File: config.mk
export PLATFORM = sky130hd
export DESIGN_NAME = prps_ctrl
export DESIGN_NICKNAME = d
export VERILOG_FILES = /design/src/hdl/prps_pkg.sv /design/src/hdl/prps_ctrl.sv
export SDC_FILE = /design/constraint.sdc
export NUM_CORES = 1
export LEC_CHECK = 0
export BUFFER_PORTS_ARGS = -buffer_cell sky130_fd_sc_hd__buf_4
export CORE_MARGIN = 4
export CORE_UTILIZATION = 33
export CTS_CLUSTER_SIZE = 14
export DETAILED_ROUTE_END_ITERATION = 8
export PLACE_DENSITY_LB_ADDON = 0.08
export RECOVER_POWER = 100
export SKIP_CTS_REPAIR_TIMING = 1
export SYNTH_ARGS = -nofsm -noshare
export SYNTH_HDL_FRONTEND = slang
export SYNTH_SLANG_ARGS = --single-unit
export TNS_END_PERCENT = 1
File: constraint.sdc
create_clock -name clk -period 1.48 [get_ports clk]
set_input_delay 0.148 -clock clk [delete_from_list [all_inputs] [get_ports clk]]
set_output_delay 0.148 -clock clk [all_outputs]
set_load 0.02 [all_outputs]
File: src/hdl/prps_pkg.sv
package prps_pkg;

	// Commands from the controller to the datapath.
	typedef struct packed {
		logic load;       // store the accepted sample
		logic srch_init;  // latch the sample count and the order range
		logic ord_init;   // start a trial order
		logic part_init;  // start a partition: clear sums, set up pass one
		logic pass_init;  // set up pass two and preload the k * size term
		logic pass_go;    // stream samples through the active pass
		logic pass2;      // active pass is the cost pass
		logic k_step;     // try the next Rice parameter
		logic part_done;  // book the partition code and cost
		logic order_done; // compare the trial total against the best one
		logic emit_init;  // restart the result counter
		logic emit_next;  // advance to the next result word
	} cmd_t;

	// Status from the datapath to the controller.
	typedef struct packed {
		logic pass_done;
		logic k_done;
		logic blank;
		logic last_part;
		logic last_order;
		logic emit_last;
	} sts_t;

	localparam int unsigned CFG_MIN_ORDER  = 0;
	localparam int unsigned CFG_MAX_ORDER  = 1;
	localparam int unsigned CFG_RICE_MAX   = 2;
	localparam int unsigned CFG_BLANK_CODE = 3;
	localparam int unsigned CFG_EPB        = 4;
	localparam int unsigned CFG_OFB        = 5;

	localparam int unsigned CFG_IDX_W  = 3;
	localparam int unsigned CFG_DATA_W = 5;
	localparam int unsigned SAMPLE_W   = 32;
	localparam int unsigned CODE_W     = 5;
	localparam int unsigned INDEX_W    = 4;

	// Adds a 33-bit increment to a 32-bit sum and clamps at all ones.
	function automatic logic [31:0] sat_add(input logic [31:0] a, input logic [32:0] b);
		logic [33:0] s;
		s = {2'b00, a} + {1'b0, b};
		return (s[33:32] != 2'b00) ? 32'hFFFF_FFFF : s[31:0];
	endfunction

endpackage

File: src/hdl/prps_ctrl.sv
module prps_ctrl (
	input  logic           clk,
	input  logic           arst_n,
	input  logic           in_valid,
	input  logic           last,
	output logic           in_ready,
	output logic           out_valid,
	input  logic           out_ready,
	input  prps_pkg::sts_t sts,
	output prps_pkg::cmd_t cmd
);

	typedef enum logic [9:0] {
		ST_LOAD  = 10'b00_0000_0001,
		ST_INIT  = 10'b00_0000_0010,
		ST_ORD   = 10'b00_0000_0100,
		ST_PART  = 10'b00_0000_1000,
		ST_P1    = 10'b00_0001_0000,
		ST_KS    = 10'b00_0010_0000,
		ST_P2    = 10'b00_0100_0000,
		ST_PDONE = 10'b00_1000_0000,
		ST_ODONE = 10'b01_0000_0000,
		ST_EMIT  = 10'b10_0000_0000
	} state_t;

	state_t state_q, state_d;

	always_ff @(posedge clk or negedge arst_n) begin
		if (!arst_n) begin
			state_q <= ST_LOAD;
		end else begin
			state_q <= state_d;
		end
	end

	always_comb begin
		state_d   = state_q;
		cmd       = '0;
		in_ready  = 1'b0;
		out_valid = 1'b0;
		case (state_q)
			ST_LOAD: begin
				in_ready = 1'b1;
				if (in_valid) begin
					cmd.load = 1'b1;
					if (last) begin
						state_d = ST_INIT;
					end
				end
			end
			ST_INIT: begin
				cmd.srch_init = 1'b1;
				state_d       = ST_ORD;
			end
			ST_ORD: begin
				cmd.ord_init = 1'b1;
				state_d      = ST_PART;
			end
			ST_PART: begin
				cmd.part_init = 1'b1;
				state_d       = ST_P1;
			end
			ST_P1: begin
				cmd.pass_go = 1'b1;
				if (sts.pass_done) begin
					state_d = sts.blank ? ST_PDONE : ST_KS;
				end
			end
			ST_KS: begin
				if (sts.k_done) begin
					cmd.pass_init = 1'b1;
					state_d       = ST_P2;
				end else begin
					cmd.k_step = 1'b1;
				end
			end
			ST_P2: begin
				cmd.pass_go = 1'b1;
				cmd.pass2   = 1'b1;
				if (sts.pass_done) begin
					state_d = ST_PDONE;
				end
			end
			ST_PDONE: begin
				cmd.part_done = 1'b1;
				state_d       = sts.last_part ? ST_ODONE : ST_PART;
			end
			ST_ODONE: begin
				cmd.order_done = 1'b1;
				if (sts.last_order) begin
					cmd.emit_init = 1'b1;
					state_d       = ST_EMIT;
				end else begin
					state_d = ST_ORD;
				end
			end
			ST_EMIT: begin
				out_valid = 1'b1;
				if (out_ready) begin
					cmd.emit_next = 1'b1;
					if (sts.emit_last) begin
						state_d = ST_LOAD;
					end
				end
			end
			default: begin
				state_d = ST_LOAD;
			end
		endcase
	end

	a_no_overlap: assert property (@(posedge clk) disable iff (!arst_n)
		!(in_ready && out_valid))
		else $error("input and output channels open at once");

	a_last_back_to_load: assert property (@(posedge clk) disable iff (!arst_n)
		(out_valid && out_ready && sts.emit_last) |=> in_ready)
		else $error("block did not return to loading after the final word");

	a_last_starts_search: assert property (@(posedge clk) disable iff (!arst_n)
		(in_valid && in_ready && last) |=> !in_ready && !out_valid)
		else $error("final sample did not start the search");

endmodule

==> reports/results.ini <==
[cts]
clk_transition_reported_paths_ns = 0.07
cts.root.buffer_cell = clkbuf_4
cts_made_buffers = 3
clock-sinks = 10
htree_num_levels = 1
clockBufferDepth = 2
tritoncts = done
worstSkewPairLatency_ns = 0.27

[setup_path]
timing.critical_path.cells = nor4_4 -> and4b_2 -> and2_4 -> buf_6
crit_buf_inv = 1
slowest_stage = dfrtp_2
reg2reg_capture_point = state_q[7]$_DFFE_PN0P_
critPathLaunchType = flop
top_delay_family_on_crit_path = simple AND/OR/NAND/NOR gates
crit_required_ns = 1.33
arrival_worst_endpoint_ns = 1.69
crit_type = flop to primary output
worstRegToRegCells = 5
critPathLaunch = state_q[8]$_DFFE_PN0P_
cp_max_fo = 5
highest_cell_delay_on_the_worst_timing_path_ns = 0.45
reg2reg_slack_ns = -0.13
r2r_start = state_q[5]$_DFFE_PN0P_
cp-end-kind = primary output

[power]
finalPower_w = 0.00117
pwr_density_cell_nw_per_um2 = 941
leak_nw = 0.594
ir_drop_uv = 599

[global_route]
first_global_vias = 783
globalRoute.totalOverflow = 0
grt_antenna_before_repair = 0
wire_length_of_the_first_global_routing_pass_mm = 3.52
largest_net_degree_at_the_start_of_global_routing = 11
groute.usage.overall = 0.144

[timing]
clock.fmax_mhz = 545
rsz0062_at_grt = true
fin_worst_skew_ns = 0.00395
fin_crit_ns = 1.83
timing.final.crit_share = 1.24
setup_ws_ns = -0.354
finalSetupViolations = 18
tightestPinTransition_ns = 0.591
max_slew_margin = 0.606
slew_violations = 0
fin_hold_ws_ns = 0.0552
timing_hold_violations_final = 0

[route]
drtAntennaViolNets = 0
wirelength_mm = 2.16
route.vias.total = 793
vias_per_cell = 4.90
drc = 0
average_detailed_routed_wire_length_per_instance_um = 13.4
drt_iter0_drc = 8
drt_first_pass_iters = 4

[logic_synthesis]
number_of_enable_flip_flop_cells_after_synthesis = 0
synth_commonest_cells = nor2_1, nand2_1, dfrtp_1, nand2b_1, a21oi_1
postSynthRegisterBits = 10
synthesis.nets = 95
leading_post_synthesis_cells_by_cell_area = dfrtp_1, nor2_1, nand2b_1
synth.top_cell.area_share = 0.299
yosys.cell_count.top_type = nor2_1
synth_top_flop_cell = dfrtp_1
synthArstFlopShare = 1.00
synth_largest_area_cell = dfrtp_1
synth_seq_area_share = 0.334
yosysWarnings = 0
number_of_instances_in_the_synthesized_netlist = 84
synth_cell_area_sq_um = 753
synthDistinctLibCells = 33
avgSynthCellArea_sq_um = 8.97

[worst_hold_path]
hold_path.class = input pin to flop
timing.hold.worst.start = sts[2]
hold_path_depth = 2
min_to = state_q[3]$_DFFE_PN0P_

[die]
die_height_um = 55.8
core_area_sq_um = 2190
die_area_sq_um = 3110
floorplan.initialDensity = 0.344
placement_rows = 17
pin_count = 25
die_w_um = 55.8

[place]
place.port_buffers = 24
finalWeightedCongestion = 0.741
dp.final_hpwl_mm = 1.72

[final_layout]
fillerInstances = 204
post_route_cells_drive_above_1_share = 0.604
antenna-diode-count = 0
synthToLayoutAreaGrowth_pct = 65.6
layout.area.seq_sq_um = 258
multiInputGateArea_sq_um = 537
largest_register_ff_count = 10
largest_registers = state_q (10)
largest-register = state_q
final_net_count = 146

[run_status]
violations = negative setup slack
run_status = complete, but fails checks

[job]
maxCapViolations = 0

==> worst reg2reg max path: cells and delay by family, from the launching register on <==
family          cells  cell delay (ns)
flops               1             0.44
simple gates        2             0.32
compound gates      3             0.74
==> cell usage in the layout, fill, tap and decap left out, drive strengths merged <==
master / count
dlygate4sd3: 1
buf: 47
and4b: 1
a21o: 2
inv: 2
dfrtp: 9
o21ai: 2
dfstp: 1
nand2: 10
nand3: 1
and2: 4
or4b: 1
a31o: 1
a21oi: 6
o41ai: 1
nor3: 3
nor2: 12
a21bo: 1
a22oi: 1
clkbuf: 5
and4: 1
nor4b: 1
xor2: 2
and3: 1
nor4: 5
nor2b: 1
nand2b: 7
o22ai: 2
nand4b: 1
a2111oi: 1
nand3b: 1
==> cell families after synthesis <==
| logic type | Yosys count | synth area share |
|---|---|---|
| simple gates | 50 | 0.409 |
| flops | 10 | 0.334 |
| xor+xnor | 2 | 0.0233 |
| compound gates | 17 | 0.188 |
| buf+inv | 5 | 0.0465 |
==> routing by layer <==
layer  track usage  up-vias  part of all wire
li1              -      403                 -
met1         0.194      370              0.46
met2         0.209       18              0.48
met3        0.0650        2             0.060
met4        0.0313        0            0.0046
met5             0        -                 0
==> metrics by stage <==
stage               utilization  setup slack [ns]  instances  cell area, sq um  setup TNS (ns)
floorplan                     -            -0.197         84               790           -1.50
finish                    0.569            -0.354        162              1250           -4.06
CTS                       0.532            -0.426        158              1160           -5.06
global placement          0.515            -0.100        154              1130          -0.477
global route              0.569            -0.425        162              1250           -5.67
detailed placement        0.515            -0.118        154              1130          -0.710
==> where the power goes <==
group	internal, W	switching (W)
Sequential	0.000307	0.0000313
Clock	0.000150	0.000102
Combinational	0.000284	0.000300
==> area by class of cell <==
class / count / share of cell area
sequential: 10 / 0.207
tap: 28 / 0.0281
timing repair buffer: 49 / 0.300
multi-input combinational: 69 / 0.430
inverter: 2 / 0.00602
clock buffer: 4 / 0.0291
==> worst max-delay path by stage <==
stage | end | slack, ns | depth (start not counted)
after floorplan | state_q[7]$_DFFE_PN0P_ | -0.20 | 6
after global placement | cmd[11] | -0.1 | 4
after detailed placement | cmd[11] | -0.12 | 4
after CTS | cmd[11] | -0.43 | 4
after global routing | cmd[11] | -0.43 | 4
final | cmd[11] | -0.35 | 4
(Power assumes the default switching activity.)
